--- src/hw/rtl/pfr_pkg.sv ---
// ---------------------------------------------------------------------------
// pfr_pkg
// Word types, CORDIC constants and the arctangent table of the frame rotator.
// ---------------------------------------------------------------------------
package pfr_pkg;

  localparam int CORDIC_STAGES = 16;
  localparam int TABLE_LEN     = 24;
  localparam int STAGE_CNT     = (CORDIC_STAGES > TABLE_LEN) ? TABLE_LEN : CORDIC_STAGES;
  localparam int GUARD         = 12;

  localparam logic [31:0]        GAIN_K    = 32'd2608131496;
  localparam logic signed [64:0] ROUND_ADD = 65'sh800_0000_0000;
  localparam logic [31:0]        ANG_PI    = 32'h8000_0000;
  localparam logic [31:0]        HD_ROUND  = 32'h0000_8000;

  typedef struct packed {
    logic               to_local;
    logic signed [15:0] yaw_angle;
    logic signed [15:0] comp_x;
    logic signed [15:0] comp_y;
  } in_word_t;

  typedef struct packed {
    logic signed [15:0] rot_x;
    logic signed [15:0] rot_y;
    logic signed [15:0] heading;
  } out_word_t;

  typedef struct packed {
    logic               loc;
    logic signed [31:0] x;
    logic signed [31:0] y;
    logic        [31:0] ang;
  } rot_t;

  typedef struct packed {
    logic               loc;
    logic signed [15:0] rot_x;
    logic signed [15:0] rot_y;
  } gain_t;

  typedef struct packed {
    logic               loc;
    logic               zero;
    logic signed [15:0] rot_x;
    logic signed [15:0] rot_y;
    logic signed [31:0] x;
    logic signed [31:0] y;
    logic        [31:0] ang;
  } vec_t;

  function automatic logic [31:0] atan_ent(input int unsigned i);
    logic [31:0] v;
    unique case (i)
      0:  v = 32'h20000000;
      1:  v = 32'h12E4051E;
      2:  v = 32'h09FB385B;
      3:  v = 32'h051111D4;
      4:  v = 32'h028B0D43;
      5:  v = 32'h0145D7E1;
      6:  v = 32'h00A2F61E;
      7:  v = 32'h00517C55;
      8:  v = 32'h0028BE53;
      9:  v = 32'h00145F2F;
      10: v = 32'h000A2F98;
      11: v = 32'h000517CC;
      12: v = 32'h00028BE6;
      13: v = 32'h000145F3;
      14: v = 32'h0000A2FA;
      15: v = 32'h0000517D;
      16: v = 32'h000028BE;
      17: v = 32'h0000145F;
      18: v = 32'h00000A30;
      19: v = 32'h00000518;
      20: v = 32'h0000028C;
      21: v = 32'h00000146;
      22: v = 32'h000000A3;
      23: v = 32'h00000051;
      default: v = 32'h0;
    endcase
    return v;
  endfunction

endpackage

--- src/hw/rtl/pfr_rotator.sv ---
// ---------------------------------------------------------------------------
// pfr_rotator
// Quadrant fold and pipelined CORDIC rotation, one micro-rotation per stage.
// ---------------------------------------------------------------------------
module pfr_rotator
  import pfr_pkg::*;
(
  input  logic     clk,
  input  logic     rst_n,
  input  logic     en,
  input  logic     in_vld,
  input  in_word_t in_word,
  output logic     out_vld,
  output rot_t     out_rot
);

  rot_t        st_r   [STAGE_CNT+1];
  rot_t        st_nxt [STAGE_CNT+1];
  logic        vld_r  [STAGE_CNT+1];
  logic [15:0] yaw_eff;
  logic [31:0] ang0;
  logic        flip;
  logic signed [31:0] x0;
  logic signed [31:0] y0;

  always_comb begin
    yaw_eff = in_word.to_local ? 16'(16'h0 - in_word.yaw_angle) : in_word.yaw_angle;
    ang0    = {yaw_eff, 16'h0};
    flip    = ang0[31] ^ ang0[30];
    x0      = {{4{in_word.comp_x[15]}}, in_word.comp_x, 12'h0};
    y0      = {{4{in_word.comp_y[15]}}, in_word.comp_y, 12'h0};
    st_nxt[0].loc = in_word.to_local;
    st_nxt[0].x   = flip ? -x0 : x0;
    st_nxt[0].y   = flip ? -y0 : y0;
    st_nxt[0].ang = flip ? ang0 + ANG_PI : ang0;
  end

  for (genvar i = 0; i < STAGE_CNT; i++) begin : g_stage
    always_comb begin
      st_nxt[i+1].loc = st_r[i].loc;
      if (!st_r[i].ang[31]) begin
        st_nxt[i+1].x   = st_r[i].x - (st_r[i].y >>> i);
        st_nxt[i+1].y   = st_r[i].y + (st_r[i].x >>> i);
        st_nxt[i+1].ang = st_r[i].ang - atan_ent(i);
      end else begin
        st_nxt[i+1].x   = st_r[i].x + (st_r[i].y >>> i);
        st_nxt[i+1].y   = st_r[i].y - (st_r[i].x >>> i);
        st_nxt[i+1].ang = st_r[i].ang + atan_ent(i);
      end
    end
  end

  for (genvar k = 0; k <= STAGE_CNT; k++) begin : g_reg
    always_ff @(posedge clk) begin
      if (!rst_n) begin
        vld_r[k] <= 1'b0;
      end else if (en) begin
        vld_r[k] <= (k == 0) ? in_vld : vld_r[(k == 0) ? 0 : k-1];
      end
    end

    always_ff @(posedge clk) begin
      if (en) begin
        st_r[k] <= st_nxt[k];
      end
    end
  end

  assign out_vld = vld_r[STAGE_CNT];
  assign out_rot = st_r[STAGE_CNT];

endmodule

--- config.mk ---
export PLATFORM = sky130hd
export DESIGN_NAME = pfr_rotator
export DESIGN_NICKNAME = d
export VERILOG_FILES = /design/src/hw/rtl/pfr_pkg.sv /design/src/hw/rtl/pfr_rotator.sv
export SDC_FILE = /design/constraint.sdc
export NUM_CORES = 2
export LEC_CHECK = 0
export BUFFER_PORTS_ARGS = -buffer_cell sky130_fd_sc_hd__buf_4
export CAP_MARGIN = 20
export CORE_UTILIZATION = 56
export DETAILED_ROUTE_END_ITERATION = 10
export PLACE_DENSITY = 0.76
export SYNTH_ARGS = -nofsm -noshare
export SYNTH_HDL_FRONTEND = slang
export SYNTH_SLANG_ARGS = --single-unit
--- constraint.sdc ---
create_clock -name clk -period 3.9 [get_ports clk]
set_input_delay 0.39 -clock clk [delete_from_list [all_inputs] [get_ports clk]]
set_output_delay 0.39 -clock clk [all_outputs]
set_load 0.02 [all_outputs]
==> flow_summary_export.csv <==
group,metric,value,unit
synthesis,synth_top_family_by_area,"compound AO/OA/AOI/OAI gates",
synthesis,synth-xor-area-share,13.0,%
timing,hold_ws,93.0,ps
grt,antenna_found_initial,3,
critical_path,path_delay_family,"simple AND/OR/NAND/NOR gates",
critical_path,timing.setup.critical_path_class,"reg -> reg",
timing,finalSetupViolCount,73,
synthesis,synth_cell_types,96,
grt,grt.total_usage,31.0,%
synthesis,synth.top_cell.area_share,36.2,%
layout,design_area,161000,sq um
run_status,outcome,"finished, violations left",
critical_path,timing.critical_path.arrival,4810,ps
flow_run,cap_viol_max_count,0,
timing,finalCritPeriodShare,108,%
critical_path,setup.worst_path.start,"st_r[0][433]$_DFFE_PP_",
synthesis,yosys.area.top_type,"edfxtp_1",
timing,layout_setup_ws,-326,ps
routing,post_drt_via_cell_ratio,5.95,
clocking,cts-root-to-sink-buffers,3,
layout,area.growth.synth_to_final,29.9,%
routing,ant_nets,0,
hold_path,hold_path.class,"in -> reg",
run_status,failing_checks,"negative setup slack",
synthesis,top_count_cell_post_synth,"edfxtp_1",
critical_path,worst_ep_required_time,4480,ps
layout,post-route-util,73.3,%
clocking,htree_num_levels,4,
floorplan,fp-row-count,172,
floorplan,design.die.area,224000,sq um
synthesis,synth_warnings,0,
critical_path,worst_setup_end_kind,"flip-flop",
placement,port-buffer-count,149,
timing,final_hold_vio_count,0,
routing,drc_errors,0,
placement,gp_congestion,0.961,
timing,worst_slew_pin_slew,877,ps
critical_path,critPathMaxFanout,3,
floorplan,die_x,473,um
floorplan,die_height,473,um
routing,drtPass1Iterations,6,
clocking,clock_latency_on_the_worst_skew_pair,840,ps
synthesis,synth_common_cells,"1,496 x edfxtp_1, 1,451 x ha_1, 1,423 x a21oi_1",
synthesis,synth_top_cells_by_area,"edfxtp_1 36%, ha_1 15%, xnor2_1 8.3%",
timing,max_freq,237,MHz
floorplan,io-pin-count,151,
layout,post_route_cells_drive_above_1_share,26.8,%
routing,detailedRoute.firstIterationViolations,8079,
synthesis,ys_ff_latch,1497,
critical_path,cp-start-kind,"flip-flop",
grt,first_global_vias,108000,
layout,nets,17000,
synthesis,postSynth.asyncResetShare,0,%
grt,grt_remaining_overflow,0,
synthesis,post_synth_and_or_nand_nor_area_fraction,12.9,%
routing,routed_wl,369000,um
grt,wire_length_of_the_first_global_routing_pass,564000,um
critical_path,crit_path_max_incr_delay,570,ps
clocking,cts_buffers,175,
synthesis,synth_sequential_area_ratio,36.2,%
floorplan,placeableCoreArea,220000,sq um
clocking,clock-root-buffer,"clkbuf_16",
synthesis,synthAdderAreaFrac,15.3,%
timing,grt_setup_unrepaired,"true",
timing,final.setup_skew,38.6,ps
synthesis,synth_enable_flop_cells,1496,
clocking,clk_pin_slew_worst_paths,60,ps
synthesis,postSynth.topFlopCell,"edfxtp_1",
placement,placedInstanceArea,145000,sq um
clocking,cts_tree,"done",
clocking,numClockSinks,1497,
synthesis,post_synthesis_compound_gate_area_fraction,19.5,%
timing,timing.final.max_slew_violations,0,
synthesis,synth.avg_cell_area,9.68,sq um
timing,setup_total_negative_slack,-9340,ps
critical_path,rr_startpoint,"st_r[0][433]$_DFFE_PP_",
synthesis,instance_count_of_the_mapped_netlist,12800,
critical_path,worst_path_max_delay_cell,"or4_4",
placement,dpl.hpwl,278000,um
critical_path,cp_num_buf_inv,4,
critical_path,timing.critical_path.cells,"or4_4 -> or3_4 -> nor2_4 -> nand2_4 -> buf_6 -> nor2_2 -> nor2_1 -> xor2_1 -> ha_1 -> buf_6 -> buf_4 -> nand4_1 -> buf_4 -> nor3_1 -> a21oi_2 -> o31ai_1 -> a21oi_1 -> o21bai_1 -> xnor2_1",
floorplan,initial_utilization,56.4,%
routing,routed_wl_per_cell,19.9,um
grt,grt_max_degree,110,
synthesis,synthMuxAreaShare,0.851,%
timing,layout_min_cycle_time,4230,ps
timing,relSlewSlack,41.5,%
routing,routed-via-count,110000,
synthesis,synth_fp_nets,14400,
hold_path,hold_path_origin,"in_word[33]",
synthesis,synth.cell_area,124000,sq um
[state kept, by name (all words and copies together), names as in the netlist]
name,flops
st_r,1480
vld_r,17
[worst paths after layout]
path	end	slack, ps	cells past startpoint
worst max-delay path	st_r[0][580]$_DFFE_PP_	-330	19
worst min-delay path	st_r[0][17]$_DFFE_PP_	90	3
worst max register to register	st_r[0][580]$_DFFE_PP_	-330	19
worst min register to register	st_r[1][389]$_DFFE_PP_	420	0
[what timing repair did]
action / 4_1_cts / 5_1_grt
endpoints found under the setup margin: 256 / 364
gates cloned: 0 / 1
pin swaps: 352 / 814
buffers inserted: 147 / 259
hold endpoints to repair: 71 / 0
hold buffers: 61 / 0
gates resized for setup: 561 / 1170
[stage by stage]
stage | std cells | worst slack (ps)
6_report | 18600 | -326
5_1_grt | 18600 | -498
4_1_cts | 18300 | -255
3_5_place_dp | 17800 | -670
3_3_place_gp | 17800 | -600
2_1_floorplan | 12800 | -111
[worst min-delay path, cell delays in order]
cell and delay [ps]:
buf_4 130, inv_1 70, o21ai_0 130
[kinds of logic (layout without fill, tap and decap cells)]
logic type      Yosys count  count (layout)
fa+ha+maj              1491            1491
other cells               1               4
buf+inv                 741            3505
mux                     100             100
compound gates         3861            3861
flops                  1497            1497
xor+xnor               1847            1847
simple gates           3298            3298
[metal layers]
metal	track usage, %	wire length, um
met2	54.7	183000
met3	3.68	19400
met1	38.5	151000
met5	0	9
met4	11.7	14600
[layout make-up]
cell class	instances	area (sq um)
Multi-Input combinational cell	10600	84000
Fill cell	15500	58800
Sequential cell	1497	44900
Timing Repair Buffer	2660	21000
Clock buffer	205	4530
Tap cell	2958	3700
Inverter	526	2020
Clock inverter	114	1110
Antenna cell	3	7.51
[layout by cell type (no fill, tap or decap), drive strengths merged, types with 40 or more instances in the layout]
master / count
clkbuf: 206
nor2b: 185
nand2: 664
nor3: 354
o21bai: 165
dlygate4sd3: 61
and3: 140
o31ai: 70
xor2: 669
inv: 531
a211oi: 117
or3: 68
xnor2: 1178
nand2b: 192
nand3: 213
fa: 40
buf: 2598
nand4: 110
clkinv: 70
ha: 1451
a31oi: 154
mux2i: 55
nor4: 76
edfxtp: 1496
o21a: 191
and2: 80
a21oi: 1423
nor2: 1030
mux2: 45
o21ai: 657
o41ai: 57
o211ai: 56
a21o: 581
Power is left out: the tool's default activity adds up to more than one toggle a clock period on the data nets, which glitch-free logic cannot reach.
