--- config.mk ---
export PLATFORM = sky130hd
export DESIGN_NAME = pfr_gain
export DESIGN_NICKNAME = d
export VERILOG_FILES = /design/src/hw/rtl/pfr_pkg.sv /design/src/hw/rtl/pfr_gain.sv
export SDC_FILE = /design/constraint.sdc
export NUM_CORES = 2
export LEC_CHECK = 0
export ABC_AREA = 1
export BUFFER_PORTS_ARGS = -buffer_cell sky130_fd_sc_hd__buf_2
export CORE_ASPECT_RATIO = 1.25
export CORE_MARGIN = 1.5
export CORE_UTILIZATION = 60
export DETAILED_ROUTE_END_ITERATION = 12
export GPL_ROUTABILITY_DRIVEN = 0
export GPL_TIMING_DRIVEN = 0
export HOLD_SLACK_MARGIN = 0.03
export PLACE_DENSITY_LB_ADDON = 0.2
export SLEW_MARGIN = 25
export SYNTH_ARGS = -nofsm -noshare
export SYNTH_HDL_FRONTEND = slang
export SYNTH_SLANG_ARGS = --single-unit
--- constraint.sdc ---
create_clock -name clk -period 6.94 [get_ports clk]
set_clock_uncertainty 0.1 [all_clocks]
set_input_delay 1.388 -clock clk [delete_from_list [all_inputs] [get_ports clk]]
set_output_delay 1.388 -clock clk [all_outputs]
set_load 0.005 [all_outputs]
--- src/hw/rtl/pfr_pkg.sv ---
// ---------------------------------------------------------------------------
// pfr_pkg
// Word types, CORDIC constants and the arctangent table of the frame rotator.
// ---------------------------------------------------------------------------
package pfr_pkg;

  localparam int CORDIC_STAGES = 16;
  localparam int TABLE_LEN     = 24;
  localparam int STAGE_CNT     = (CORDIC_STAGES > TABLE_LEN) ? TABLE_LEN : CORDIC_STAGES;
  localparam int GUARD         = 12;

  localparam logic [31:0]        GAIN_K    = 32'd2608131496;
  localparam logic signed [64:0] ROUND_ADD = 65'sh800_0000_0000;
  localparam logic [31:0]        ANG_PI    = 32'h8000_0000;
  localparam logic [31:0]        HD_ROUND  = 32'h0000_8000;

  typedef struct packed {
    logic               to_local;
    logic signed [15:0] yaw_angle;
    logic signed [15:0] comp_x;
    logic signed [15:0] comp_y;
  } in_word_t;

  typedef struct packed {
    logic signed [15:0] rot_x;
    logic signed [15:0] rot_y;
    logic signed [15:0] heading;
  } out_word_t;

  typedef struct packed {
    logic               loc;
    logic signed [31:0] x;
    logic signed [31:0] y;
    logic        [31:0] ang;
  } rot_t;

  typedef struct packed {
    logic               loc;
    logic signed [15:0] rot_x;
    logic signed [15:0] rot_y;
  } gain_t;

  typedef struct packed {
    logic               loc;
    logic               zero;
    logic signed [15:0] rot_x;
    logic signed [15:0] rot_y;
    logic signed [31:0] x;
    logic signed [31:0] y;
    logic        [31:0] ang;
  } vec_t;

  function automatic logic [31:0] atan_ent(input int unsigned i);
    logic [31:0] v;
    unique case (i)
      0:  v = 32'h20000000;
      1:  v = 32'h12E4051E;
      2:  v = 32'h09FB385B;
      3:  v = 32'h051111D4;
      4:  v = 32'h028B0D43;
      5:  v = 32'h0145D7E1;
      6:  v = 32'h00A2F61E;
      7:  v = 32'h00517C55;
      8:  v = 32'h0028BE53;
      9:  v = 32'h00145F2F;
      10: v = 32'h000A2F98;
      11: v = 32'h000517CC;
      12: v = 32'h00028BE6;
      13: v = 32'h000145F3;
      14: v = 32'h0000A2FA;
      15: v = 32'h0000517D;
      16: v = 32'h000028BE;
      17: v = 32'h0000145F;
      18: v = 32'h00000A30;
      19: v = 32'h00000518;
      20: v = 32'h0000028C;
      21: v = 32'h00000146;
      22: v = 32'h000000A3;
      23: v = 32'h00000051;
      default: v = 32'h0;
    endcase
    return v;
  endfunction

endpackage

--- src/hw/rtl/pfr_gain.sv ---
// ---------------------------------------------------------------------------
// pfr_gain
// CORDIC gain correction: multiply by 1/K, round half up, saturate to Q3.12.
// ---------------------------------------------------------------------------
module pfr_gain
  import pfr_pkg::*;
(
  input  logic  clk,
  input  logic  rst_n,
  input  logic  en,
  input  logic  in_vld,
  input  rot_t  in_rot,
  output logic  out_vld,
  output gain_t out_gain
);

  logic signed [64:0] prod_x_r, prod_x_nxt;
  logic signed [64:0] prod_y_r, prod_y_nxt;
  logic               loc_r;
  logic               mul_vld_r;
  logic               sat_vld_r;
  gain_t              gain_r, gain_nxt;
  logic signed [64:0] sum_x, sum_y;

  function automatic logic signed [15:0] sat16(input logic signed [64:0] v);
    logic signed [15:0] r;
    if (v > 65'sd32767) begin
      r = 16'sh7FFF;
    end else if (v < -65'sd32768) begin
      r = 16'sh8000;
    end else begin
      r = v[15:0];
    end
    return r;
  endfunction

  assign prod_x_nxt = in_rot.x * $signed({1'b0, GAIN_K});
  assign prod_y_nxt = in_rot.y * $signed({1'b0, GAIN_K});

  always_comb begin
    sum_x          = prod_x_r + ROUND_ADD;
    sum_y          = prod_y_r + ROUND_ADD;
    gain_nxt.loc   = loc_r;
    gain_nxt.rot_x = sat16(sum_x >>> (32 + GUARD));
    gain_nxt.rot_y = sat16(sum_y >>> (32 + GUARD));
  end

  always_ff @(posedge clk) begin
    if (!rst_n) begin
      mul_vld_r <= 1'b0;
      sat_vld_r <= 1'b0;
    end else if (en) begin
      mul_vld_r <= in_vld;
      sat_vld_r <= mul_vld_r;
    end
  end

  always_ff @(posedge clk) begin
    if (en) begin
      prod_x_r <= prod_x_nxt;
      prod_y_r <= prod_y_nxt;
      loc_r    <= in_rot.loc;
      gain_r   <= gain_nxt;
    end
  end

  assign out_vld  = sat_vld_r;
  assign out_gain = gain_r;

endmodule

==> results of run 1 <==
metal layers:
metal  GRT usage (%)  overflow
met1            49.1         0
met2            77.9         2
met3            30.7         0
met4            59.0         2
met5            8.01         0
through the flow:
| step | instance area (µm²) | hold slack (ps) | utilization [%] | std cells | setup TNS [ps] |
|---|---|---|---|---|---|
| 2_1_floorplan | 45400 | 300 | - | 5560 | -34.9 |
| 3_5_place_dp | 47100 | 314 | 63.1 | 6632 | -64290 |
| 3_3_place_gp | 47100 | 302 | 63.1 | 6631 | -61780 |
| 4_1_cts | 53400 | 329 | 71.5 | 6756 | -1460 |
what timing repair did:
action,4_1_cts
setup endpoints to repair,44
gates cloned,1
buffers inserted,109
gates resized for setup,1122
pin swaps,291
logic make-up after synthesis:
kind of cell	count (synthesis)
adders and majority gates	1577
and+or+nand+nor	1498
xor gates and xnor gates	231
DFF	80
AOI/OAI and AO/OA	351
buffers and inverters	1823
==> summary.txt, run 1 <==
Mean post-synth cell area - 8.16 µm²
GRT Total Usage - 53.3%
Xor and xnor area share after synthesis - 4.50%
Hpwl dp - 118000 µm
Post-synth ARST share - 0%
Predominant post-synthesis flop cell - edfxtp_1
Port-buffer cells - 102
Compound-Gate Fraction of Synth Area - 4.41%
Mux contribution to synthesized area - 0%
Top-area cell type share of the netlist area - 37.1%
Initial Utilization - 60.7%
CTS Root Cell - clkbuf_16
Sink Count - 80
Halt Stage - 5_1_grt
Htree depth - 3
Worst ep type - register input
Run Error - [ERROR GRT-0232] Routing congestion too high. Check the congestion heatmap in the GUI.
Largest area contributor in the netlist - fa_1
Chip width - 249 µm
Die Ht - 310 µm
Synthesized area - 0.0454 mm²
Count leader, synth - inv_1
Ys Warns - 0
Status - stopped before the end
Adder-Cell Fraction of Synth Area - 57.4%
# IOs - 135
Number of synthesized register bits - 80
Post-CTS Hold Buffers - 0
Std cell rows - 112
Library cells used by synthesis - 38
Grt ovf - 4
Worst_ep grt - prod_y_r[55]$_DFFE_PP_/D
Simple-gate share of the synthesized area - 13.3%
Post-Synthesis Cells - 5560
Worst slack at placement - -2060 ps
Register area share after synthesis - 5.25%
Pin count of the biggest net entering global routing - 61
CTS Buf Count - 9
Post-synth net total - 7238
Largest family of logic cells by synthesized area - adder cells
Synth top area cells - fa_1, ha_1, inv_1, nand2_1, edfxtp_1
Commonest cells post-synth - inv_1, nand2_1, fa_1
CTS max path bufs - 2
Number of synthesized flops with an enable pin - 78
==> run 2, diff against run 1 <==
--- a/config.mk
+++ b/config.mk
@@ -7,14 +7,12 @@
 export LEC_CHECK = 0
 export ABC_AREA = 1
 export BUFFER_PORTS_ARGS = -buffer_cell sky130_fd_sc_hd__buf_2
-export CORE_ASPECT_RATIO = 1.25
 export CORE_MARGIN = 1.5
-export CORE_UTILIZATION = 60
+export CORE_UTILIZATION = 40
 export DETAILED_ROUTE_END_ITERATION = 12
 export GPL_ROUTABILITY_DRIVEN = 0
 export GPL_TIMING_DRIVEN = 0
-export HOLD_SLACK_MARGIN = 0.03
-export PLACE_DENSITY_LB_ADDON = 0.2
+export PLACE_DENSITY_LB_ADDON = 0.15
 export SLEW_MARGIN = 25
 export SYNTH_ARGS = -nofsm -noshare
 export SYNTH_HDL_FRONTEND = slang
==> constraint.sdc (replaced) <==
create_clock -name clk -period 9 [get_ports clk]
set_clock_uncertainty 0.1 [all_clocks]
set_input_delay 1.8 -clock clk [delete_from_list [all_inputs] [get_ports clk]]
set_output_delay 1.8 -clock clk [all_outputs]
set_load 0.005 [all_outputs]
==> run 2 against run 1 <==
Net effect:
- the flow now finishes without violations
- area after synthesis stayed put
- synthesized cell count is the same
==> summary.txt, run 2 <==
Count leader, synth - inv_1
CP startpoint kind - input pin
CTS tree - done
Total Wirelength - 139000 µm
Vias in the first global route - 36000
1st-pass router iterations - 6
Hold slack final - 329 ps
Htree depth - 3 (unchanged)
Die ar. - 0.115 mm²
Metal-1 WL - 69700 µm
# IOs - 135 (unchanged)
Max-slew violations - 0
Reg-to-reg endpoint - out_gain[28]
Routed wl met2 - 58500 µm
Number of synthesized register bits - 80 (unchanged)
Worst-path clk slew - 60 ps
Antenna viol nets, final - 0
Placed insts - 7165 (+8.0%)
Pin count of the biggest net entering global routing - 53
Arrival time at the worst endpoint - 8560 ps
Vias - 34600
Final Instance Count excl. Fillers - 7182
Hold Vio Cnt, Final - 0
Crit Reg-Reg Startpoint - prod_x_r[43]
Global-route wire length before repair - 217000 µm
GRT Total Usage - 25.0%
Area Growth Syn to Fin - 6.10%
Max reg flops - 33
Top-area cell type share of the netlist area - 37.1% (unchanged)
RSZ-0062 raised after global routing - false
Setup crit end kind - register
Synth top area cells - fa_1, ha_1, inv_1, nand2_1, edfxtp_1
Leading cell type in the layout, fill and taps excluded - inv_1
Clk Latency, worst-skew pair - 370 ps
Fmax - 117 MHz
Flop2flop setup slack - 6490 ps
Status - finished clean
Initial antenna violation count - 4
Mean post-synth cell area - 8.16 µm² (unchanged)
Top routing layer used - met5
Post_cts resized - 0 (-100%)
Die Ht - 340 µm (+9.5%)
Crit-path max FO - 8
Core Area - 0.112 mm²
Library cells used by synthesis - 38 (unchanged)
# nets final - 7354
Drt drc - 0
Max cap viols - 0
Initial Utilization - 40.3% (-20 points)
Hpwl dp - 127000 µm (+7.4%)
WP data required - 9000 ps
Grt ovf - 0
Initial DRC Count - 2618
Worst Hold Class - register to register
Min-Delay Endpoint - out_gain[32]
Commonest cells post-synth - inv_1, nand2_1, fa_1
Std cell rows - 123 (+9.8%)
Via density per instance - 4.81
Worst-Margin Slew - 659 ps
Share of cells above drive strength 1 - 2.50%
Post-Synthesis Cells - 5560 (unchanged)
Period utilization - 95.1%
CTS Buf Count - 9 (unchanged)
Setup_tns - 0 ps
Worst Hold Path Cells - 0
Post-synth net total - 7238 (unchanged)
Hold path start - loc_r
Synthesized area - 0.0454 mm² (unchanged)
Worst R2R Path Depth - 13
Ys Warns - 0 (unchanged)
Port-buffer cells - 102 (unchanged)
CTS max path bufs - 2 (unchanged)
Largest area contributor in the netlist - fa_1
Max transition margin - 55.8%
Filler Cell Count - 11600
# Post-CTS Setup Buffers - 0 (-100%)
Setup Viol. Count Final - 0
DR WL met3 - 8840 µm
Post-synth ARST share - 0% (unchanged)
CTS Root Cell - clkbuf_16
Number of synthesized flops with an enable pin - 78 (unchanged)
Chip width - 340 µm (+36%)
Register area share after synthesis - 5.25% (unchanged)
Minimum clock period - 8560 ps
Sink Count - 80 (unchanged)
WS Path Type - input pin to register
Predominant post-synthesis flop cell - edfxtp_1
Most frequent cells in the layout - inv_1, nand2_1, fa_1
Post-CTS Hold Buffers - 0 (unchanged)
Wire per inst - 19.3 µm
[run 2: cell type report]
| cell class | instances | area (µm²) | area share (%) |
|---|---|---|---|
| diodes | 1 | 2.50 | 0.00520 |
| plain buffers | 23 | 115 | 0.239 |
| clock buffers | 11 | 233 | 0.484 |
| clock inverters | 5 | 57.6 | 0.120 |
| inverters | 1800 | 6760 | 14.0 |
| multi-input cells | 3657 | 36100 | 75.0 |
| flip-flops and latches | 80 | 2380 | 4.95 |
| well taps | 1500 | 1880 | 3.90 |
| repair buffers | 105 | 593 | 1.23 |
[run 2: kinds of logic (layout without fill, tap and decap cells)]
group,after synthesis,in the layout,share of synthesized area [%]
buf+inv,1823,1944,15.2
fa+ha+maj,1577,1577,57.4
simple gates,1498,1498,13.3
compound gates,351,351,4.41
xor+xnor,231,231,4.50
flops,80,80,5.25
other cells,0,1,0
[run 2: worst max path at each step]
stage	start	to	cells after the start
global route	in_rot[95]	prod_x_r[52]	21
detailed placement	in_rot[95]	prod_x_r[55]	24
finish	in_rot[46]	prod_y_r[50]	25
floorplan	in_rot[95]	prod_x_r[52]	20
CTS	in_rot[95]	prod_x_r[55]	24
global placement	in_rot[95]	prod_x_r[52]	21
[run 2: metrics by stage]
stage	setup slack (ps)	util [%]	cell area, µm²
global route	132	42.8	48100
floorplan	1080	-	45400
finish	437	42.8	48100
detailed placement	-138	42.5	47800
CTS	244	42.8	48100
global placement	-1400	42.4	47700
[run 2: critical path, stage by stage]
cell	delay, ps
buf_2	200
ha_1	350
clkbuf_1	450
xor2_1	440
ha_1	230
a21oi_1	60
fa_1	550
inv_1	50
fa_1	640
fa_1	490
fa_1	420
fa_1	560
inv_1	60
fa_1	470
inv_1	40
ha_1	310
nand2_1	110
inv_1	90
nand2_1	140
nor3_1	230
nand3_1	210
nor2_1	220
nand3_1	190
nand4_1	110
nand2_1	110
[run 2: per-layer routing]
layer  up-vias  global-route usage (%)
met3        92                    3.11
met1     17000                    39.2
met2       939                    37.4
met5         -                       0
li1      16500                       -
met4         4                    3.22
Power of run 2 is left out: the tool's default activity adds up to more than one toggle a clock period on the data nets, which glitch-free logic cannot reach.
